**config.mk**
```make
export PLATFORM = sky130hd
export DESIGN_NAME = software_timer_task_table
export DESIGN_NICKNAME = d
export VERILOG_FILES = /design/src/rtl/core/stt_pkg.sv /design/src/rtl/core/stt_fifo.sv /design/src/rtl/core/stt_front.sv /design/src/rtl/core/stt_back.sv /design/src/rtl/core/software_timer_task_table.sv
export SDC_FILE = /design/constraint.sdc
export NUM_CORES = 2
export LEC_CHECK = 0
export ABC_AREA = 1
export BUFFER_PORTS_ARGS = -buffer_cell sky130_fd_sc_hd__buf_2
export CORE_MARGIN = 2
export CORE_UTILIZATION = 50
export CTS_CLUSTER_DIAMETER = 200
export DETAILED_ROUTE_END_ITERATION = 10
export PLACE_DENSITY = 0.77
export SLEW_MARGIN = 20
export SYNTH_ARGS = -nofsm -noshare
export SYNTH_HDL_FRONTEND = slang
export SYNTH_SLANG_ARGS = --single-unit
```
**constraint.sdc**
```tcl
create_clock -name i_clk -period 8.7 [get_ports i_clk]
set_input_delay 0 -clock i_clk [delete_from_list [all_inputs] [get_ports i_clk]]
set_output_delay 0 -clock i_clk [all_outputs]
set_load 0.03 [all_outputs]
```
**src/rtl/core/stt_pkg.sv**
```systemverilog
// Shared types and constants of the software timer task table.
// Used by the front, the back and the top level; no dependencies.
package stt_pkg;

    localparam int DATA_W      = 32;
    localparam int HANDLE_W    = 16;
    // Steps of the reciprocal multiply: one 16-bit half of each time per cycle.
    localparam int DIV_STEPS   = 2;
    localparam int CNT_W       = 1;
    localparam int QUEUE_DEPTH = 2;

    typedef enum logic [1:0] {
        CMD_TICK = 2'd0,
        CMD_ADD  = 2'd1,
        CMD_DEL  = 2'd2
    } t_cmd;

    typedef enum logic [1:0] {
        KIND_DUE = 2'd0,
        KIND_ADD = 2'd1,
        KIND_DEL = 2'd2
    } t_kind;

    typedef enum logic [1:0] {
        FR_IDLE,
        FR_DIV,
        FR_PUSH
    } t_front_state;

    typedef enum logic [1:0] {
        BK_IDLE,
        BK_SCAN,
        BK_FINISH
    } t_back_state;

    // Classified command handed from the front to the back.
    typedef struct packed {
        t_cmd                cmd;
        logic [DATA_W-1:0]   delay_ticks;
        logic [DATA_W-1:0]   period_ticks;
        logic [HANDLE_W-1:0] handle;
        logic [DATA_W-1:0]   target;
    } t_cmd_word;

    // One result word as it leaves the block.
    typedef struct packed {
        t_kind               kind;
        logic [DATA_W-1:0]   id;
        logic [HANDLE_W-1:0] handle;
        logic                success;
        logic                last;
    } t_res_word;

endpackage

```
**src/rtl/core/stt_fifo.sv**
```systemverilog
// Small synchronous FIFO used for the command queue and the result queue.
// Depends on nothing; the word width and depth come from parameters.
module stt_fifo #(
    parameter int WIDTH = 8,
    parameter int DEPTH = 2
) (
    input  logic             i_clk,
    input  logic             i_rst_n,
    input  logic             i_push,
    input  logic [WIDTH-1:0] i_data,
    output logic             o_full,
    input  logic             i_pop,
    output logic [WIDTH-1:0] o_data,
    output logic             o_empty
);

    localparam int AW = (DEPTH > 1) ? $clog2(DEPTH) : 1;
    localparam int CW = $clog2(DEPTH + 1);

    logic [WIDTH-1:0] r_mem [DEPTH];
    logic [AW-1:0]    r_wp;
    logic [AW-1:0]    r_rp;
    logic [CW-1:0]    r_cnt;
    logic             wr;
    logic             rd;

    assign o_full  = (r_cnt == CW'(DEPTH));
    assign o_empty = (r_cnt == '0);
    assign wr      = i_push && !o_full;
    assign rd      = i_pop && !o_empty;
    assign o_data  = r_mem[r_rp];

    always_ff @(posedge i_clk) begin
        if (wr) begin
            r_mem[r_wp] <= i_data;
        end
    end

    always_ff @(posedge i_clk) begin
        if (!i_rst_n) begin
            r_wp  <= '0;
            r_rp  <= '0;
            r_cnt <= '0;
        end else begin
            if (wr) begin
                r_wp <= (r_wp == AW'(DEPTH - 1)) ? '0 : r_wp + 1'b1;
            end
            if (rd) begin
                r_rp <= (r_rp == AW'(DEPTH - 1)) ? '0 : r_rp + 1'b1;
            end
            if (wr && !rd) begin
                r_cnt <= r_cnt + 1'b1;
            end else if (rd && !wr) begin
                r_cnt <= r_cnt - 1'b1;
            end
        end
    end

endmodule

```
**src/rtl/core/stt_front.sv**
```systemverilog
// Front end: accepts input words, drops unknown commands and converts the add
// times to ticks by a reciprocal multiply. Uses stt_pkg types.
module stt_front #(
    parameter int TICK_UNITS = 10
) (
    input  logic                       i_clk,
    input  logic                       i_rst_n,
    input  logic                       i_push,
    output logic                       o_full,
    input  logic [1:0]                 i_cmd,
    input  logic [stt_pkg::DATA_W-1:0] i_delay_time,
    input  logic [stt_pkg::DATA_W-1:0] i_period_time,
    input  logic [stt_pkg::HANDLE_W-1:0] i_task_handle,
    input  logic [stt_pkg::DATA_W-1:0] i_target_id,
    output logic                       o_cmd_push,
    output stt_pkg::t_cmd_word         o_cmd_word,
    input  logic                       i_cmd_full
);

    // Floor division by TICK_UNITS: multiply by the rounded-up reciprocal scaled
    // by 2^SHIFT and keep the bits above SHIFT; exact for every 32-bit time.
    localparam int SHIFT = stt_pkg::DATA_W + $clog2(TICK_UNITS);
    localparam int RCP_W = stt_pkg::DATA_W + 1;
    localparam int HALF  = stt_pkg::DATA_W / 2;
    localparam int PRD_W = HALF + RCP_W;
    localparam int ACC_W = stt_pkg::DATA_W + RCP_W;
    localparam logic [RCP_W-1:0] RECIP =
        RCP_W'(((64'd1 << SHIFT) + 64'(TICK_UNITS) - 64'd1) / 64'(TICK_UNITS));

    stt_pkg::t_front_state        r_state;
    stt_pkg::t_front_state        n_state;
    stt_pkg::t_cmd                r_cmd;
    logic [stt_pkg::DATA_W-1:0]   r_dly;
    logic [stt_pkg::DATA_W-1:0]   r_per;
    logic [ACC_W-1:0]             r_dacc;
    logic [ACC_W-1:0]             r_pacc;
    logic [stt_pkg::HANDLE_W-1:0] r_handle;
    logic [stt_pkg::DATA_W-1:0]   r_target;
    logic [stt_pkg::CNT_W-1:0]    r_cnt;
    logic                         accept;
    logic                         low_half;
    logic [HALF-1:0]              d_half;
    logic [HALF-1:0]              p_half;
    logic [PRD_W-1:0]             d_prod;
    logic [PRD_W-1:0]             p_prod;

    assign accept   = i_push && !o_full;
    assign low_half = (r_cnt == '0);

    // Multiply one half of each time per cycle, low half first.
    assign d_half = low_half ? r_dly[HALF-1:0] : r_dly[stt_pkg::DATA_W-1:HALF];
    assign p_half = low_half ? r_per[HALF-1:0] : r_per[stt_pkg::DATA_W-1:HALF];
    assign d_prod = PRD_W'(d_half) * PRD_W'(RECIP);
    assign p_prod = PRD_W'(p_half) * PRD_W'(RECIP);

    always_comb begin
        n_state = r_state;
        case (r_state)
            stt_pkg::FR_IDLE: begin
                if (accept) begin
                    case (i_cmd)
                        stt_pkg::CMD_TICK: n_state = stt_pkg::FR_PUSH;
                        stt_pkg::CMD_ADD:  n_state = stt_pkg::FR_DIV;
                        stt_pkg::CMD_DEL:  n_state = stt_pkg::FR_PUSH;
                        default:           n_state = stt_pkg::FR_IDLE;
                    endcase
                end
            end
            stt_pkg::FR_DIV: begin
                if (r_cnt == stt_pkg::CNT_W'(stt_pkg::DIV_STEPS - 1)) begin
                    n_state = stt_pkg::FR_PUSH;
                end
            end
            stt_pkg::FR_PUSH: begin
                if (!i_cmd_full) begin
                    n_state = stt_pkg::FR_IDLE;
                end
            end
            default: n_state = stt_pkg::FR_IDLE;
        endcase
    end

    always_comb begin
        o_full                  = (r_state != stt_pkg::FR_IDLE);
        o_cmd_push              = (r_state == stt_pkg::FR_PUSH);
        o_cmd_word.cmd          = r_cmd;
        o_cmd_word.delay_ticks  = stt_pkg::DATA_W'(r_dacc >> SHIFT);
        o_cmd_word.period_ticks = stt_pkg::DATA_W'(r_pacc >> SHIFT);
        o_cmd_word.handle       = r_handle;
        o_cmd_word.target       = r_target;
    end

    always_ff @(posedge i_clk) begin
        if (!i_rst_n) begin
            r_state <= stt_pkg::FR_IDLE;
            r_cnt   <= '0;
        end else begin
            r_state <= n_state;
            if (r_state == stt_pkg::FR_DIV) begin
                r_cnt <= r_cnt + 1'b1;
            end else begin
                r_cnt <= '0;
            end
        end
    end

    always_ff @(posedge i_clk) begin
        if (r_state == stt_pkg::FR_IDLE && accept) begin
            r_cmd    <= stt_pkg::t_cmd'(i_cmd);
            r_dly    <= i_delay_time;
            r_per    <= i_period_time;
            r_handle <= i_task_handle;
            r_target <= i_target_id;
        end else if (r_state == stt_pkg::FR_DIV) begin
            if (low_half) begin
                r_dacc <= ACC_W'(d_prod);
                r_pacc <= ACC_W'(p_prod);
            end else begin
                r_dacc <= r_dacc + (ACC_W'(d_prod) << HALF);
                r_pacc <= r_pacc + (ACC_W'(p_prod) << HALF);
            end
        end
    end

endmodule

```
**src/rtl/core/stt_back.sv**
```systemverilog
// Back end: holds the task table and walks it one slot per cycle to tick,
// add or delete, stalled while the result queue it feeds is full; uses stt_pkg.
module stt_back #(
    parameter int MAX_TASKS = 16
) (
    input  logic               i_clk,
    input  logic               i_rst_n,
    input  logic               i_cmd_empty,
    input  stt_pkg::t_cmd_word i_cmd_word,
    output logic               o_cmd_pop,
    output logic               o_res_push,
    output stt_pkg::t_res_word o_res_word,
    input  logic               i_res_full
);

    localparam int IDX_W = (MAX_TASKS > 1) ? $clog2(MAX_TASKS) : 1;

    stt_pkg::t_back_state r_state;
    stt_pkg::t_back_state n_state;
    stt_pkg::t_cmd_word   r_cmd;

    // Table storage; the live bits are flops, the rest are memories.
    logic                         r_live [MAX_TASKS];
    logic [stt_pkg::DATA_W-1:0]   r_ticks_mem  [MAX_TASKS];
    logic [stt_pkg::DATA_W-1:0]   r_reload_mem [MAX_TASKS];
    logic [stt_pkg::DATA_W-1:0]   r_id_mem     [MAX_TASKS];
    logic [stt_pkg::HANDLE_W-1:0] r_handle_mem [MAX_TASKS];
    logic [stt_pkg::DATA_W-1:0]   r_q_ticks;
    logic [stt_pkg::DATA_W-1:0]   r_q_reload;
    logic [stt_pkg::DATA_W-1:0]   r_q_id;
    logic [stt_pkg::HANDLE_W-1:0] r_q_handle;

    logic [IDX_W-1:0]             r_rd_idx;
    logic                         r_rd_more;
    logic                         r_p_valid;
    logic [IDX_W-1:0]             r_p_idx;
    logic                         r_pend_valid;
    logic [stt_pkg::DATA_W-1:0]   r_pend_id;
    logic [stt_pkg::HANDLE_W-1:0] r_pend_handle;
    logic                         r_any;
    logic [stt_pkg::DATA_W-1:0]   r_max_id;
    logic                         r_free_found;
    logic [IDX_W-1:0]             r_free_idx;
    logic                         r_found;

    logic                         p_live;
    logic                         stage_due;
    logic                         stage_push;
    logic                         advance;
    logic                         stage_go;
    logic                         rd_en;
    logic                         fin_push;
    logic                         fin_done;
    logic                         scan_end;
    logic                         add_write;
    logic [stt_pkg::DATA_W-1:0]   new_id;

    assign p_live     = r_live[r_p_idx];
    assign stage_due  = r_p_valid && (r_cmd.cmd == stt_pkg::CMD_TICK) && p_live &&
                        (r_q_ticks <= stt_pkg::DATA_W'(1));
    assign stage_push = stage_due && r_pend_valid;
    assign advance    = !(stage_push && i_res_full);
    assign stage_go   = (r_state == stt_pkg::BK_SCAN) && r_p_valid && advance;
    assign rd_en      = (r_state == stt_pkg::BK_SCAN) && advance && r_rd_more;
    assign scan_end   = stage_go && (r_p_idx == IDX_W'(MAX_TASKS - 1));
    assign fin_push   = (r_cmd.cmd != stt_pkg::CMD_TICK) || r_pend_valid;
    assign fin_done   = !fin_push || !i_res_full;
    assign add_write  = (r_state == stt_pkg::BK_FINISH) && fin_done &&
                        (r_cmd.cmd == stt_pkg::CMD_ADD) && r_free_found;
    assign new_id     = r_any ? r_max_id + 1'b1 : '0;

    always_comb begin
        n_state = r_state;
        case (r_state)
            stt_pkg::BK_IDLE: begin
                if (!i_cmd_empty) begin
                    n_state = stt_pkg::BK_SCAN;
                end
            end
            stt_pkg::BK_SCAN: begin
                if (scan_end) begin
                    n_state = stt_pkg::BK_FINISH;
                end
            end
            stt_pkg::BK_FINISH: begin
                if (fin_done) begin
                    n_state = stt_pkg::BK_IDLE;
                end
            end
            default: n_state = stt_pkg::BK_IDLE;
        endcase
    end

    always_comb begin
        o_cmd_pop          = (r_state == stt_pkg::BK_IDLE) && !i_cmd_empty;
        o_res_push         = 1'b0;
        o_res_word.kind    = stt_pkg::KIND_DUE;
        o_res_word.id      = r_pend_id;
        o_res_word.handle  = r_pend_handle;
        o_res_word.success = 1'b1;
        o_res_word.last    = 1'b0;
        case (r_state)
            stt_pkg::BK_SCAN: begin
                o_res_push = stage_push && !i_res_full;
            end
            stt_pkg::BK_FINISH: begin
                o_res_push      = fin_push && !i_res_full;
                o_res_word.last = 1'b1;
                case (r_cmd.cmd)
                    stt_pkg::CMD_ADD: begin
                        o_res_word.kind    = stt_pkg::KIND_ADD;
                        o_res_word.id      = r_free_found ? new_id : '0;
                        o_res_word.handle  = r_free_found ? r_cmd.handle : '0;
                        o_res_word.success = r_free_found;
                    end
                    stt_pkg::CMD_DEL: begin
                        o_res_word.kind    = stt_pkg::KIND_DEL;
                        o_res_word.id      = '0;
                        o_res_word.handle  = '0;
                        o_res_word.success = r_found;
                    end
                    default: begin
                        o_res_word.kind = stt_pkg::KIND_DUE;
                    end
                endcase
            end
            default: begin
                o_res_push = 1'b0;
            end
        endcase
    end

    // Memories: registered read at the scan pointer, one write per cycle.
    always_ff @(posedge i_clk) begin
        if (rd_en) begin
            r_q_ticks  <= r_ticks_mem[r_rd_idx];
            r_q_reload <= r_reload_mem[r_rd_idx];
            r_q_id     <= r_id_mem[r_rd_idx];
            r_q_handle <= r_handle_mem[r_rd_idx];
        end
        if (stage_go && r_cmd.cmd == stt_pkg::CMD_TICK && p_live) begin
            if (stage_due) begin
                if (r_q_reload != '0) begin
                    r_ticks_mem[r_p_idx] <= r_q_reload;
                end
            end else begin
                r_ticks_mem[r_p_idx] <= r_q_ticks - 1'b1;
            end
        end else if (add_write) begin
            r_ticks_mem[r_free_idx] <= r_cmd.delay_ticks;
        end
        if (add_write) begin
            r_reload_mem[r_free_idx] <= r_cmd.period_ticks;
            r_id_mem[r_free_idx]     <= new_id;
            r_handle_mem[r_free_idx] <= r_cmd.handle;
        end
    end

    always_ff @(posedge i_clk) begin
        if (o_cmd_pop) begin
            r_cmd <= i_cmd_word;
        end
        if (stage_go && stage_due) begin
            r_pend_id     <= r_q_id;
            r_pend_handle <= r_q_handle;
        end
        if (stage_go && r_cmd.cmd == stt_pkg::CMD_ADD && p_live &&
            (!r_any || r_q_id > r_max_id)) begin
            r_max_id <= r_q_id;
        end
        if (stage_go && r_cmd.cmd == stt_pkg::CMD_ADD && !p_live && !r_free_found) begin
            r_free_idx <= r_p_idx;
        end
    end

    always_ff @(posedge i_clk) begin
        if (!i_rst_n) begin
            r_state      <= stt_pkg::BK_IDLE;
            r_rd_idx     <= '0;
            r_rd_more    <= 1'b0;
            r_p_valid    <= 1'b0;
            r_p_idx      <= '0;
            r_pend_valid <= 1'b0;
            r_any        <= 1'b0;
            r_free_found <= 1'b0;
            r_found      <= 1'b0;
            for (int k = 0; k < MAX_TASKS; k++) begin
                r_live[k] <= 1'b0;
            end
        end else begin
            r_state <= n_state;
            if (o_cmd_pop) begin
                r_rd_idx     <= '0;
                r_rd_more    <= 1'b1;
                r_p_valid    <= 1'b0;
                r_pend_valid <= 1'b0;
                r_any        <= 1'b0;
                r_free_found <= 1'b0;
                r_found      <= 1'b0;
            end
            if ((r_state == stt_pkg::BK_SCAN) && advance) begin
                r_p_valid <= r_rd_more;
                r_p_idx   <= r_rd_idx;
                if (r_rd_more) begin
                    r_rd_idx <= r_rd_idx + 1'b1;
                    if (r_rd_idx == IDX_W'(MAX_TASKS - 1)) begin
                        r_rd_more <= 1'b0;
                    end
                end
            end
            if (stage_go) begin
                case (r_cmd.cmd)
                    stt_pkg::CMD_TICK: begin
                        if (stage_due) begin
                            r_pend_valid <= 1'b1;
                            if (r_q_reload == '0) begin
                                r_live[r_p_idx] <= 1'b0;
                            end
                        end
                    end
                    stt_pkg::CMD_ADD: begin
                        if (p_live) begin
                            r_any <= 1'b1;
                        end else begin
                            r_free_found <= 1'b1;
                        end
                    end
                    stt_pkg::CMD_DEL: begin
                        if (p_live && r_q_id == r_cmd.target && !r_found) begin
                            r_live[r_p_idx] <= 1'b0;
                            r_found         <= 1'b1;
                        end
                    end
                    default: begin
                        r_found <= r_found;
                    end
                endcase
            end
            if (add_write) begin
                r_live[r_free_idx] <= 1'b1;
            end
            if ((r_state == stt_pkg::BK_FINISH) && fin_done) begin
                r_pend_valid <= 1'b0;
            end
        end
    end

endmodule

```
**src/rtl/core/software_timer_task_table.sv**
```systemverilog
// Top level of the software timer task table.
// Ties together stt_front, two stt_fifo queues and stt_back; uses stt_pkg.
// Usage:
//   Input words enter through push/full: one word is taken at a rising edge
//   with push high and full low. cmd selects tick, add task or delete task;
//   unknown commands are dropped without a result.
//   Results leave through empty/pop as a queue: the oldest result sits on the
//   o_ ports while empty is low and is taken at an edge with pop high.
//   An add or delete gives one result; a tick gives one due result per task
//   that fires, in slot order, and none when nothing fires. last marks the
//   final result of each input word.
// Timing:
//   The front keeps full high while it handles a word; a tick or delete goes
//   straight to its push state, an add first has both times multiplied by a
//   fixed reciprocal of TICK_UNITS. The back walks the table one slot per
//   cycle through a registered read and a stage, then ends in its finish state.
//   A delete's answer thus waits on the whole walk; an add's also on the multiply.
//   A full result queue holds the walk in place; the two-word command queue
//   lets the front keep accepting until it is full too.
// Reset: synchronous, active low; all slots go free and both queues empty.
module software_timer_task_table #(
    parameter int MAX_TASKS  = 16,
    parameter int TICK_UNITS = 10
) (
    input  logic        i_clk,
    input  logic        i_rst_n,
    input  logic        push,
    output logic        full,
    input  logic [1:0]  i_cmd,
    input  logic [31:0] i_delay_time,
    input  logic [31:0] i_period_time,
    input  logic [15:0] i_task_handle,
    input  logic [31:0] i_target_id,
    output logic        empty,
    input  logic        pop,
    output logic [1:0]  o_result_kind,
    output logic [31:0] o_task_id,
    output logic [15:0] o_handle_out,
    output logic        o_success,
    output logic        o_last
);

    stt_pkg::t_cmd_word cmd_in;
    stt_pkg::t_cmd_word cmd_out;
    stt_pkg::t_res_word res_in;
    stt_pkg::t_res_word res_out;
    logic               cmd_push;
    logic               cmd_full;
    logic               cmd_pop;
    logic               cmd_empty;
    logic               res_push;
    logic               res_full;

    // Accept and classify; divide add times down to ticks.
    stt_front #(
        .TICK_UNITS (TICK_UNITS)
    ) u_front (
        .i_clk         (i_clk),
        .i_rst_n       (i_rst_n),
        .i_push        (push),
        .o_full        (full),
        .i_cmd         (i_cmd),
        .i_delay_time  (i_delay_time),
        .i_period_time (i_period_time),
        .i_task_handle (i_task_handle),
        .i_target_id   (i_target_id),
        .o_cmd_push    (cmd_push),
        .o_cmd_word    (cmd_in),
        .i_cmd_full    (cmd_full)
    );

    // Hold classified commands between front and back.
    stt_fifo #(
        .WIDTH ($bits(stt_pkg::t_cmd_word)),
        .DEPTH (stt_pkg::QUEUE_DEPTH)
    ) u_cmd_q (
        .i_clk   (i_clk),
        .i_rst_n (i_rst_n),
        .i_push  (cmd_push),
        .i_data  (cmd_in),
        .o_full  (cmd_full),
        .i_pop   (cmd_pop),
        .o_data  (cmd_out),
        .o_empty (cmd_empty)
    );

    // Walk the task table and produce result words.
    stt_back #(
        .MAX_TASKS (MAX_TASKS)
    ) u_back (
        .i_clk       (i_clk),
        .i_rst_n     (i_rst_n),
        .i_cmd_empty (cmd_empty),
        .i_cmd_word  (cmd_out),
        .o_cmd_pop   (cmd_pop),
        .o_res_push  (res_push),
        .o_res_word  (res_in),
        .i_res_full  (res_full)
    );

    // Decouple the back from a stalling receiver.
    stt_fifo #(
        .WIDTH ($bits(stt_pkg::t_res_word)),
        .DEPTH (stt_pkg::QUEUE_DEPTH)
    ) u_res_q (
        .i_clk   (i_clk),
        .i_rst_n (i_rst_n),
        .i_push  (res_push),
        .i_data  (res_in),
        .o_full  (res_full),
        .i_pop   (pop),
        .o_data  (res_out),
        .o_empty (empty)
    );

    assign o_result_kind = res_out.kind;
    assign o_task_id     = res_out.id;
    assign o_handle_out  = res_out.handle;
    assign o_success     = res_out.success;
    assign o_last        = res_out.last;

endmodule
```
==> results.py <==
metrics = {
    "synth": {
        "ys.flop_type": "edfxtp_1",
        "yosysSeqAreaShare_pct": 65.7,
        "syn_area_um2": 119000,
        "yosysTopAreaCell": "edfxtp_1",
        "yosys_warnings": 0,
        "async_reset_ff_share_pct": 0,
        "synth_edf_count": 2575,
        "synth_common_cells": "edfxtp_1, nand2_1, nor2_1",
        "yosys.area.top_type_share_pct": 64.9,
        "synth_most_common_cell": "edfxtp_1",
        "syn_inst": 10061,
        "ys_ff_latch": 2623,
        "synthTopCellsByArea": "edfxtp_1, o21ai_0, nand2_1",
        "ys_types": 58,
        "avgSynthCellArea_um2": 11.8,
        "syn_nets": 10752,
    },
    "routing": {
        "vias_per_cell": 6.05,
        "drc_errors": 0,
        "ant_nets": 0,
        "drt_iter0_drc": 10855,
        "wl_per_cell_um": 24.6,
        "routed_wl_um": 339000,
        "drtPass1Iterations": 9,
        "vias": 83479,
    },
    "clocking": {
        "cts_tree": "yes",
        "clkLatencyLatePin_ns": 0.95,
        "post_cts_buffers": 0,
        "root_buffer": "clkbuf_16",
        "clock-sinks": 2623,
        "clk_pin_slew_ns": 0.06,
        "clockBufferDepth": 4,
        "cts_max_level": 5,
        "numCtsBuffers": 277,
    },
    "timing": {
        "hold_viol": 0,
        "setup_viol": 0,
        "tightest_slew_ns": 1.31,
        "fin_skew_ns": 0.0776,
        "tns_ns": 0,
        "finalHoldWorstSlack_ns": 0.102,
        "period_share_pct": 94.7,
        "fin_ws_ns": 0.461,
        "rsz0062_at_grt": "no",
        "relSlewSlack_pct": 13.0,
        "period_minus_slack_ns": 8.24,
        "fmax_ghz": 0.121,
        "slew_violations": 0,
    },
    "grt": {
        "grt_first_pass_wirelength_um": 499000,
        "grt_overflow": 0,
        "grt_max_degree": 224,
        "track_usage_pct": 27.1,
        "antenna_found_initial": 3,
        "grt_pass1_vias": 81724,
    },
    "finish": {
        "drive_gt1_share_pct": 8.18,
        "seqCellArea_um2": 78300,
        "multi_input_area_um2": 36700,
        "fill_cells": 18567,
        "fin_util_pct": 56.8,
        "layout.nets": 11120,
        "area_delta_synth_final_pct": 13.1,
    },
    "place": {
        "dpl_worst_slack_ns": 0.278,
        "port_buffers": 171,
        "gp_congestion": 0.952,
        "hpwl_um": 200000,
    },
    "worst_setup_path": {
        "slowest_stage": "fa_1",
        "worst_setup_path_end_kind": "flop",
        "worstSetupStartpointType": "flop",
        "slowest_delay_ns": 0.54,
        "arrival_ns": 8.86,
        "cp_max_fo": 28,
        "crit_required_ns": 9.33,
        "crit_type": "reg -> reg",
    },
    "run": {
        "maxCapViolCount": 0,
    },
    "die": {
        "rows": 179,
        "ios": 172,
        "die_y_um": 492,
        "core_area_um2": 237000,
        "die_w_um": 492,
        "die_area_um2": 242000,
        "initial_core_util_pct": 50.2,
    },
    "min_path": {
        "hp-class": "in -> reg",
    },
    "status": {
        "status": "complete, no violations",
    },
}
final timing paths:
path	from	to	slack (ns)	cells past startpoint
worst min-delay path	i_cmd[1]	u_front.r_state[0]	0.10	5
worst max-delay path	u_front.r_cnt	u_front.r_pacc[62]	0.46	30
worst max register to register	u_front.r_cnt	u_front.r_pacc[62]	0.46	30
worst min register to register	u_back.r_q_handle[9]	u_back.r_pend_handle[9]	0.41	0
critical path, delay by kind of cell, from the launching register on:
family / cells / cell delay (ns)
AND/OR/NAND/NOR: 6 / 1.49
AO/OA/AOI/OAI: 8 / 1.49
adder cells (fa/ha/maj): 8 / 3.66
XOR/XNOR: 1 / 0.28
flip-flops: 1 / 0.36
buffers and inverters: 7 / 0.67
cells in the final DEF, fill, tap and decap left out, types with 11 or more instances in the layout:
master / Yosys / final
nor2_4: 3 / 45
nor2_1: 1314 / 1268
buf_2: 17 / 171
o221ai_1: 176 / 176
o21bai_1: 22 / 22
nor4_1: 30 / 29
dlygate4sd3_1: 0 / 231
edfxtp_1: 2575 / 2575
ha_1: 406 / 405
dfxtp_1: 48 / 42
clkbuf_1: 395 / 45
buf_4: 5 / 114
o211ai_2: 13 / 13
nand4_1: 37 / 37
nand2_1: 1424 / 1423
buf_12: 0 / 11
nor3_1: 55 / 55
inv_6: 0 / 12
clkinv_2: 0 / 41
xnor2_1: 53 / 53
xor2_1: 107 / 106
inv_1: 734 / 729
o21ai_0: 1157 / 1153
a31oi_1: 35 / 35
a21o_1: 21 / 21
fa_1: 167 / 167
a21oi_1: 311 / 304
o211ai_1: 65 / 65
mux2_2: 52 / 52
nand3_1: 373 / 373
a22o_1: 37 / 37
or2_2: 28 / 28
o21a_1: 22 / 22
o22ai_1: 275 / 275
bufinv_16: 0 / 24
clkbuf_16: 0 / 284
clkinv_1: 1 / 54
layer usage:
layer	up-vias	part of all wire (%)	global-route usage [%]
li1	36746	-	-
met1	40810	38	35.8
met2	5027	48	44.6
met3	894	10	4.90
met4	2	4.1	10.9
met5	-	0.0038	0
kinds of logic (layout without fill, tap and decap cells):
kind of cell,count (synthesis),count (layout),share of synthesized area [%]
other cells,0,4,0
xor+xnor,160,160,1.18
mux,52,52,0.492
flops,2623,2623,65.7
compound gates,2176,2176,10.6
simple gates,3293,3293,11.1
buf+inv,1184,1745,3.79
fa+ha+maj,573,573,7.07
registers in the layout (all words and copies together), names as in the netlist, 48 cells and up, named ones only:
name                 count
u_front.r_dacc          48
u_cmd_q.r_mem          216
u_res_q.r_mem          104
u_front.r_pacc          48
u_back.r_handle_mem    256
u_back.r_cmd           108
u_back.r_id_mem        512
u_back.r_reload_mem    464
u_back.r_ticks_mem     512
area by class of cell:
type | count | share of cell area (%)
clock buffers | 329 | 5.40
inverters | 742 | 2.10
clock inverters | 143 | 1.01
diodes | 4 | 0.00743
repair buffers | 531 | 3.19
well taps | 3167 | 2.94
multi-input cells | 6254 | 27.2
flip-flops and latches | 2623 | 58.1
metrics by stage:
stage / instances / instance area, µm²
floorplan: 10061 / 119000
global placement: 13083 / 124000
detailed placement: 13084 / 124000
CTS: 13787 / 135000
global route: 13791 / 135000
finish: 13793 / 135000
timing repair:
action                                 4_1_cts  5_1_grt
gates resized for setup                      0        6
setup endpoints to repair                    0        9
hold buffers                               231        0
endpoints found under the hold margin      150        0
Power is left out: the tool's default activity adds up to more than one toggle a clock period on the data nets, which glitch-free logic cannot reach.
